File: src/hdl/lfrg_pkg.sv
// ----------------------------------------------------------------------------
// lfrg_pkg
// Shared types and constants of the LED frame generator.
// ----------------------------------------------------------------------------
package lfrg_pkg;

    localparam int unsigned LED_COUNT_DEF = 3;

    localparam logic [7:0] START_BYTE = 8'h00;
    localparam logic [7:0] END_BYTE   = 8'hFF;
    localparam logic [7:0] LEVEL_MARK = 8'hE0;
    localparam logic [7:0] FULL_LEVEL = 8'hFF;
    localparam logic [7:0] ZERO_LEVEL = 8'h00;

    localparam int unsigned START_LEN = 4;
    localparam int unsigned END_LEN   = 4;
    localparam int unsigned LED_LEN   = 4;

    // request codes
    localparam logic REQ_RAINBOW = 1'b0;
    localparam logic REQ_FIXED   = 1'b1;

    // byte slot inside one LED record
    localparam logic [1:0] SLOT_LEVEL = 2'd0;
    localparam logic [1:0] SLOT_BLUE  = 2'd1;
    localparam logic [1:0] SLOT_GREEN = 2'd2;
    localparam logic [1:0] SLOT_RED   = 2'd3;

    typedef struct packed {
        logic [7:0] red;
        logic [7:0] green;
        logic [7:0] blue;
    } t_color;

    // color wheel phases
    typedef enum logic [5:0] {
        PH_GREEN_UP = 6'b000001,
        PH_RED_DN   = 6'b000010,
        PH_BLUE_UP  = 6'b000100,
        PH_GREEN_DN = 6'b001000,
        PH_RED_UP   = 6'b010000,
        PH_BLUE_DN  = 6'b100000
    } t_phase;

endpackage

File: src/hdl/lfrg_req_if.sv
// ----------------------------------------------------------------------------
// lfrg_req_if
// Request channel: frame request with brightness and fixed color.
// ----------------------------------------------------------------------------
interface lfrg_req_if;
    logic       valid;
    logic       ready;
    logic       req_type;
    logic [4:0] level;
    logic [7:0] red_in;
    logic [7:0] green_in;
    logic [7:0] blue_in;

    modport source (output valid, req_type, level, red_in, green_in, blue_in,
                    input ready);
    modport sink   (input valid, req_type, level, red_in, green_in, blue_in,
                    output ready);
endinterface

File: src/hdl/lfrg_byte_if.sv
// ----------------------------------------------------------------------------
// lfrg_byte_if
// Byte channel: one frame byte per transaction, last flag on the final byte.
// ----------------------------------------------------------------------------
interface lfrg_byte_if;
    logic       valid;
    logic       ready;
    logic [7:0] out_byte;
    logic       last_byte;

    modport source (output valid, out_byte, last_byte, input ready);
    modport sink   (input valid, out_byte, last_byte, output ready);
endinterface

File: src/hdl/lfrg_wheel.sv
// ----------------------------------------------------------------------------
// lfrg_wheel
// Six-phase rainbow color wheel; steps one count per advance strobe.
// ----------------------------------------------------------------------------
module lfrg_wheel
    import lfrg_pkg::*;
(
    input  logic   i_clk,
    input  logic   i_rst_n,
    input  logic   i_adv,
    output t_color o_next
);

    t_color r_color, n_color;
    t_phase r_phase, n_phase;

    always_comb begin
        n_color = r_color;
        n_phase = r_phase;
        case (r_phase)
            PH_GREEN_UP: begin
                n_color.green = r_color.green + 8'd1;
                if (n_color.green == FULL_LEVEL) n_phase = PH_RED_DN;
            end
            PH_RED_DN: begin
                n_color.red = r_color.red - 8'd1;
                if (n_color.red == ZERO_LEVEL) n_phase = PH_BLUE_UP;
            end
            PH_BLUE_UP: begin
                n_color.blue = r_color.blue + 8'd1;
                if (n_color.blue == FULL_LEVEL) n_phase = PH_GREEN_DN;
            end
            PH_GREEN_DN: begin
                n_color.green = r_color.green - 8'd1;
                if (n_color.green == ZERO_LEVEL) n_phase = PH_RED_UP;
            end
            PH_RED_UP: begin
                n_color.red = r_color.red + 8'd1;
                if (n_color.red == FULL_LEVEL) n_phase = PH_BLUE_DN;
            end
            PH_BLUE_DN: begin
                n_color.blue = r_color.blue - 8'd1;
                if (n_color.blue == ZERO_LEVEL) n_phase = PH_GREEN_UP;
            end
            default: begin
                n_phase = PH_GREEN_UP;
            end
        endcase
    end

    always_ff @(posedge i_clk) begin
        if (!i_rst_n) begin
            r_color <= '{red: FULL_LEVEL, green: ZERO_LEVEL, blue: ZERO_LEVEL};
            r_phase <= PH_GREEN_UP;
        end else if (i_adv) begin
            r_color <= n_color;
            r_phase <= n_phase;
        end
    end

    assign o_next = n_color;

endmodule

File: src/hdl/led_frame_rainbow_gen.sv
// ----------------------------------------------------------------------------
// led_frame_rainbow_gen
// APA102-style LED frame generator with a rainbow color wheel.
//
// i_req (sink): one transaction per frame. req_type 0 steps the color wheel
//   and sends its new color, req_type 1 sends red_in/green_in/blue_in.
// o_byte (source): the frame, one byte per transaction: four 0x00, then per
//   LED (level | 0xE0), blue, green, red, then four 0xFF; last_byte marks
//   the final 0xFF.
// A request waits in the request buffer, is loaded into the frame registers,
//   and its bytes leave through the output register. A frame is
//   8 + 4*NUM_LEDS bytes (20 at three LEDs), serialized by the byte counter
//   at one byte per cycle while o_byte is not stalled. One request is
//   buffered while a frame streams, so frames follow back to back.
// Reset: clears the buffer and output valid; the wheel returns to red.
// Stall: while a byte waits and o_byte.ready is low, the byte register holds
//   and the counter waits; i_req.ready is low while a full buffer is not loading.
// ----------------------------------------------------------------------------
module led_frame_rainbow_gen
    import lfrg_pkg::*;
#(
    parameter int unsigned NUM_LEDS = LED_COUNT_DEF
) (
    input  logic         i_clk,
    input  logic         i_rst_n,
    lfrg_req_if.sink     i_req,
    lfrg_byte_if.source  o_byte
);

    localparam int unsigned FRAME_LEN = START_LEN + LED_LEN * NUM_LEDS + END_LEN;
    localparam int unsigned CNT_W     = $clog2(FRAME_LEN);
    localparam logic [CNT_W-1:0] CNT_LAST    = CNT_W'(FRAME_LEN - 1);
    localparam logic [CNT_W-1:0] CNT_LED_BEG = CNT_W'(START_LEN);
    localparam logic [CNT_W-1:0] CNT_END_BEG = CNT_W'(START_LEN + LED_LEN * NUM_LEDS);

    // request buffer
    logic       r_in_vld;
    logic [4:0] r_in_lvl;
    t_color     r_in_color;

    // frame under way
    logic             r_busy;
    logic [CNT_W-1:0] r_cnt;
    logic [4:0]       r_lvl;
    t_color           r_color;

    // output register
    logic       r_out_vld;
    logic [7:0] r_out_byte;
    logic       r_out_last;

    t_color     w_wheel;
    logic       w_accept;
    logic       w_step;
    logic       w_at_end;
    logic       w_load;
    logic [7:0] n_byte;

    assign w_accept = i_req.valid && i_req.ready;
    assign w_step   = r_busy && (!r_out_vld || o_byte.ready);
    assign w_at_end = (r_cnt == CNT_LAST);
    assign w_load   = r_in_vld && (!r_busy || (w_step && w_at_end));
    assign i_req.ready = !r_in_vld || w_load;

    lfrg_wheel u_wheel (
        .i_clk   (i_clk),
        .i_rst_n (i_rst_n),
        .i_adv   (w_accept && (i_req.req_type == REQ_RAINBOW)),
        .o_next  (w_wheel)
    );

    always_ff @(posedge i_clk) begin
        if (!i_rst_n) begin
            r_in_vld <= 1'b0;
        end else if (w_accept) begin
            r_in_vld <= 1'b1;
        end else if (w_load) begin
            r_in_vld <= 1'b0;
        end
    end

    always_ff @(posedge i_clk) begin
        if (w_accept) begin
            r_in_lvl <= i_req.level;
            if (i_req.req_type == REQ_FIXED) begin
                r_in_color <= '{red: i_req.red_in, green: i_req.green_in,
                                blue: i_req.blue_in};
            end else begin
                r_in_color <= w_wheel;
            end
        end
    end

    // byte select; LED records start on a multiple of four, so cnt[1:0] is the slot
    always_comb begin
        if (r_cnt < CNT_LED_BEG) begin
            n_byte = START_BYTE;
        end else if (r_cnt >= CNT_END_BEG) begin
            n_byte = END_BYTE;
        end else begin
            case (r_cnt[1:0])
                SLOT_LEVEL: n_byte = LEVEL_MARK | {3'b000, r_lvl};
                SLOT_BLUE:  n_byte = r_color.blue;
                SLOT_GREEN: n_byte = r_color.green;
                SLOT_RED:   n_byte = r_color.red;
                default:    n_byte = START_BYTE;
            endcase
        end
    end

    always_ff @(posedge i_clk) begin
        if (!i_rst_n) begin
            r_busy <= 1'b0;
            r_cnt  <= '0;
        end else if (w_load) begin
            r_busy <= 1'b1;
            r_cnt  <= '0;
        end else if (w_step) begin
            if (w_at_end) begin
                r_busy <= 1'b0;
                r_cnt  <= '0;
            end else begin
                r_cnt <= r_cnt + CNT_W'(1);
            end
        end
    end

    always_ff @(posedge i_clk) begin
        if (w_load) begin
            r_lvl   <= r_in_lvl;
            r_color <= r_in_color;
        end
    end

    always_ff @(posedge i_clk) begin
        if (!i_rst_n) begin
            r_out_vld <= 1'b0;
        end else if (w_step) begin
            r_out_vld <= 1'b1;
        end else if (o_byte.ready) begin
            r_out_vld <= 1'b0;
        end
    end

    always_ff @(posedge i_clk) begin
        if (w_step) begin
            r_out_byte <= n_byte;
            r_out_last <= w_at_end;
        end
    end

    assign o_byte.valid     = r_out_vld;
    assign o_byte.out_byte  = r_out_byte;
    assign o_byte.last_byte = r_out_last;

    a_last_is_end: assert property (@(posedge i_clk) disable iff (!i_rst_n)
        (r_out_vld && r_out_last) |-> (r_out_byte == END_BYTE))
        else $error("last byte is not an end byte");

    a_cnt_range: assert property (@(posedge i_clk) disable iff (!i_rst_n)
        r_busy |-> (r_cnt <= CNT_LAST))
        else $error("byte counter out of frame");

    a_idle_load: assert property (@(posedge i_clk) disable iff (!i_rst_n)
        (r_in_vld && !r_busy) |=> (r_busy && (r_cnt == '0)))
        else $error("buffered request not started while idle");

    a_buf_full_stall: assert property (@(posedge i_clk) disable iff (!i_rst_n)
        (r_in_vld && r_busy && !(w_step && w_at_end)) |-> !i_req.ready)
        else $error("request taken while buffer full");

endmodule
File: src/flat_wrapper.sv
// flat-port wrapper written by rule: the top's interface ports become plain ports
module led_frame_rainbow_gen_flat import lfrg_pkg::*;
#(
    parameter int unsigned NUM_LEDS = LED_COUNT_DEF
)
  (i_clk, i_rst_n, i_req_valid, i_req_req_type, i_req_level, i_req_red_in, i_req_green_in, i_req_blue_in, i_req_ready, o_byte_valid, o_byte_out_byte, o_byte_last_byte, o_byte_ready);
  lfrg_req_if i_req_i ();
  lfrg_byte_if o_byte_i ();
  input  logic i_clk;
  input  logic i_rst_n;
  input wire logic [$bits(i_req_i.valid)-1:0] i_req_valid;
  input wire logic [$bits(i_req_i.req_type)-1:0] i_req_req_type;
  input wire logic [$bits(i_req_i.level)-1:0] i_req_level;
  input wire logic [$bits(i_req_i.red_in)-1:0] i_req_red_in;
  input wire logic [$bits(i_req_i.green_in)-1:0] i_req_green_in;
  input wire logic [$bits(i_req_i.blue_in)-1:0] i_req_blue_in;
  output wire logic [$bits(i_req_i.ready)-1:0] i_req_ready;
  output wire logic [$bits(o_byte_i.valid)-1:0] o_byte_valid;
  output wire logic [$bits(o_byte_i.out_byte)-1:0] o_byte_out_byte;
  output wire logic [$bits(o_byte_i.last_byte)-1:0] o_byte_last_byte;
  input wire logic [$bits(o_byte_i.ready)-1:0] o_byte_ready;
  assign i_req_i.valid = i_req_valid;
  assign i_req_i.req_type = i_req_req_type;
  assign i_req_i.level = i_req_level;
  assign i_req_i.red_in = i_req_red_in;
  assign i_req_i.green_in = i_req_green_in;
  assign i_req_i.blue_in = i_req_blue_in;
  assign i_req_ready = i_req_i.ready;
  assign o_byte_valid = o_byte_i.valid;
  assign o_byte_out_byte = o_byte_i.out_byte;
  assign o_byte_last_byte = o_byte_i.last_byte;
  assign o_byte_i.ready = o_byte_ready;
  led_frame_rainbow_gen #(.NUM_LEDS(NUM_LEDS)) u_core (.i_clk(i_clk), .i_rst_n(i_rst_n), .i_req(i_req_i), .o_byte(o_byte_i));
endmodule
File: config.mk
export PLATFORM = sky130hd
export DESIGN_NAME = led_frame_rainbow_gen_flat
export DESIGN_NICKNAME = d
export VERILOG_FILES = /design/src/hdl/lfrg_pkg.sv /design/src/hdl/lfrg_req_if.sv /design/src/hdl/lfrg_byte_if.sv /design/src/hdl/lfrg_wheel.sv /design/src/hdl/led_frame_rainbow_gen.sv /design/src/flat_wrapper.sv
export SDC_FILE = /design/constraint.sdc
export NUM_CORES = 1
export LEC_CHECK = 0
export ABC_AREA = 1
export ABC_CLOCK_PERIOD_IN_PS = 4400
export BUFFER_PORTS_ARGS = -buffer_cell sky130_fd_sc_hd__buf_2
export CORE_AREA = 3 3 122 124
export CTS_BUF_LIST = sky130_fd_sc_hd__clkbuf_4 sky130_fd_sc_hd__clkbuf_8
export CTS_CLUSTER_SIZE = 40
export DETAILED_ROUTE_END_ITERATION = 16
export DIE_AREA = 0 0 125 127
export REMOVE_ABC_BUFFERS = 1
export SLEW_MARGIN = 15
export SYNTH_ARGS = -nofsm -noshare
export SYNTH_HDL_FRONTEND = slang
export SYNTH_SLANG_ARGS = --single-unit
File: constraint.sdc
create_clock -name i_clk -period 4.4 [get_ports i_clk]
set_clock_uncertainty 0.15 [all_clocks]
set_input_delay 0.88 -clock i_clk [delete_from_list [all_inputs] [get_ports i_clk]]
set_output_delay 0.88 -clock i_clk [all_outputs]
set_load 0.1 [all_outputs]
==> out/qor.txt <==
TritonRoute pass-1 iters: 7
Clock Path Buffers: 2
Insertion delay to the later sink of the worst-skew pair: 0.37 ns
Unique masters post-synth: 39
Vias in the first global route: 4317
Vias: 4569
TritonCTS sink count: 105
XOR/XNOR Fraction of Synth Area: 2.47%
Main combinational cell family by area after synthesis: simple AND/OR/NAND/NOR gates
Complex-gate fraction of the synthesized area: 10.7%
CTS tree: yes
Total congestion overflow: 0
PnR Total Power: 0.00240 W
Fmax: 329 MHz
Post-Synth Adder-Cell Area: 3.75%
First-pass GRT wire length: 21200 um
CP max stage cell: dfxtp_1
# rows: 43
Power per cell area: 388 mW/mm^2
Outcome: finished clean
TritonCTS Buffers: 9
Core Footprint: 0.0139 sq mm
Fin crit share: 69.2%
Flops & latches, synth: 105
Seq/Total Area, Yosys: 48.9%
IO Port Bufs: 44
Hold buffers post-CTS: 0
Antenna diode count: 0
Area after DPL: 0.00601 sq mm
Post-synthesis simple-gate area fraction: 27.7%
Post-route ant nets: 0
Critical path fanouts, max: 10
Gr usage total: 16.4%
Syn Area/Cell: 8.44 sq um
Post-DP HPWL: 9710 um
RSZ-0062 raised after global routing: false
Largest net degree at the start of global routing: 31
Ys Warns: 0
Total length of routed wires: 12900 um
Max Cap Violations: 0
Detailed Route Iter0 Violations: 314
Crit-path leading delay family: flip-flops
Post-Synthesis Cells: 672
Root buf cell: clkbuf_8
Required time worst endpoint: 3.37 ns
Die W: 125 um
Crit. End Element: output pin
Area Overhead vs Synth: 9.36%
Worst Path Buf+Inv: 1
Mapped Area: 0.00567 sq mm
RD Place Congestion: 0.936
Share of cells above drive strength 1: 14.6%
Worst path cell trace: ha_1 -> nand2_2 -> nor2_4 -> nor2_2 -> nand2_4 -> buf_2
Worst slew pin tran: 1.03 ns
Fill cells: 1354
CTS clk-pin slew, worst paths: 0.10 ns
Initial antenna violation count: 0
Arrival @ worst endpoint: 2.01 ns
Final net count: 758
Final hold vios: 0
Initial core utilization: 40.9%
Commonest non-fill, non-tap cell in the layout: nand2_1
IO Pins: 45
Setup Fix Bufs, Post-CTS: 0
Die Footprint: 0.0159 sq mm
H-tree depth: 3
Post-cts gate resize count: 0
Vias/cell: 5.12
Slew Limit Fails: 0
Die H: 127 um
Mux contribution to synthesized area: 0%
Startpoint class of the critical path: register
Setup TNS: 0 ns
Crit Path Class: register to output pin
DR DRC count: 0
Worst vdd ir: 0.169 mV
Min Hold Slack: 0.276 ns
Most frequent cells in the layout: 209 x nand2_1, 67 x edfxtp_1, 56 x inv_1
DR WL/cell: 14.5 um
Worst hold path class: register to register
Final Cell Area: 0.00620 sq mm
Max incr delay on CP: 0.43 ns
Final setup fails: 0
Max-slew headroom: 31.3%
Tmin final: 3.04 ns
Leak Pwr: 2.66 nW
-- flip-flops by register name, summed over array words and instances (netlist names) --
name / flops
u_core.o_byte.last_byte: 1
u_core.o_byte.out_byte: 8
u_core.o_byte.valid: 1
u_core.r_busy: 1
u_core.r_cnt: 5
u_core.r_color: 24
u_core.r_in_color: 24
u_core.r_in_lvl: 5
u_core.r_in_vld: 1
u_core.r_lvl: 5
u_core.u_wheel.r_color: 24
u_core.u_wheel.r_phase: 6
-- area by class of cell --
| class | count | area, sq um | area share, % |
|---|---|---|---|
| clock buffer | 9 | 124 | 2.00 |
| sequential | 105 | 2770 | 44.7 |
| clock inverter | 7 | 63.8 | 1.03 |
| tap | 180 | 225 | 3.63 |
| multi-input combinational | 479 | 2530 | 40.8 |
| inverter | 67 | 258 | 4.16 |
| timing repair buffer | 45 | 228 | 3.67 |
-- synthesized netlist by cell type --
| cell type | number | share of area (%) |
|---|---|---|
| xnor2_1 | 4 | 0.62 |
| or2_2 | 1 | 0.11 |
| edfxtp_1 | 67 | 35 |
| buf_6 | 1 | 0.20 |
| nor3_2 | 1 | 0.18 |
| inv_2 | 8 | 0.53 |
| nand3b_1 | 1 | 0.13 |
| o221ai_1 | 15 | 2.3 |
| inv_6 | 1 | 0.15 |
| nand3_2 | 2 | 0.35 |
| nor2_8 | 2 | 0.71 |
| o21ai_1 | 8 | 0.71 |
| nor3_4 | 1 | 0.29 |
| nand3_1 | 39 | 3.4 |
| clkbuf_1 | 8 | 0.53 |
| ha_1 | 17 | 3.8 |
| a211oi_2 | 3 | 0.66 |
| buf_4 | 5 | 0.66 |
| nor2_1 | 51 | 3.4 |
| buf_2 | 6 | 0.53 |
| nor2_4 | 6 | 1.2 |
| nor3_1 | 1 | 0.088 |
| clkinv_1 | 1 | 0.066 |
| nand2_2 | 5 | 0.55 |
| o21ai_0 | 24 | 2.1 |
| buf_1 | 1 | 0.066 |
| o211a_1 | 1 | 0.18 |
| nor2_2 | 7 | 0.77 |
| a21oi_1 | 38 | 3.4 |
| o22ai_1 | 3 | 0.33 |
| inv_1 | 56 | 3.7 |
| nand2_4 | 4 | 0.79 |
| nand4_1 | 17 | 1.9 |
| xor2_1 | 12 | 1.9 |
| dfxtp_1 | 38 | 13 |
| o211ai_1 | 4 | 0.53 |
| clkinv_2 | 1 | 0.088 |
| a41oi_1 | 3 | 0.46 |
| nand2_1 | 209 | 14 |
-- report_power, final --
part | internal (W) | switching [W] | total (W)
clock | 0.000218 | 0.000354 | 0.000571
sequential | 0.00115 | 0.0000602 | 0.00121
combinational | 0.000180 | 0.000446 | 0.000627
-- metrics by stage --
| step | util [%] | std cells | worst slack [ns] |
|---|---|---|---|
| after floorplan | - | 651 | 1.22 |
| after global placement | 43.3 | 876 | 1.47 |
| after detailed placement | 43.3 | 876 | 1.46 |
| after CTS | 44.7 | 892 | 1.35 |
| after global routing | 44.7 | 892 | 1.21 |
| final | 44.7 | 892 | 1.36 |
-- kinds of logic (layout without fill, tap and decap cells) --
logic type / after synthesis / count (layout)
buffers and inverters: 88 / 128
and+or+nand+nor: 347 / 347
DFF: 105 / 105
adders and majority gates: 17 / 17
xor gates and xnor gates: 16 / 16
AOI/OAI and AO/OA: 99 / 99
-- final timing paths --
path / end / depth (start not counted) / start / slack (ns)
hold reg to reg: u_core.r_lvl[1] / 0 / u_core.r_in_lvl[1] / 0.28
setup / recovery: i_req_ready / 6 / u_core.r_cnt[0] / 1.36
hold / removal: u_core.r_lvl[1] / 0 / u_core.r_in_lvl[1] / 0.28
setup reg to reg: u_core.r_in_lvl[1] / 7 / u_core.r_cnt[0] / 1.83
-- routing by layer --
metal	vias to the layer above	global-route usage, %	wire, um
li1	2319	-	-
met1	2084	21.2	5690
met2	148	28.1	6380
met3	18	2.84	642
met4	0	5.55	191
met5	-	0	0
Note: power is estimated with default switching activity, not from simulation.
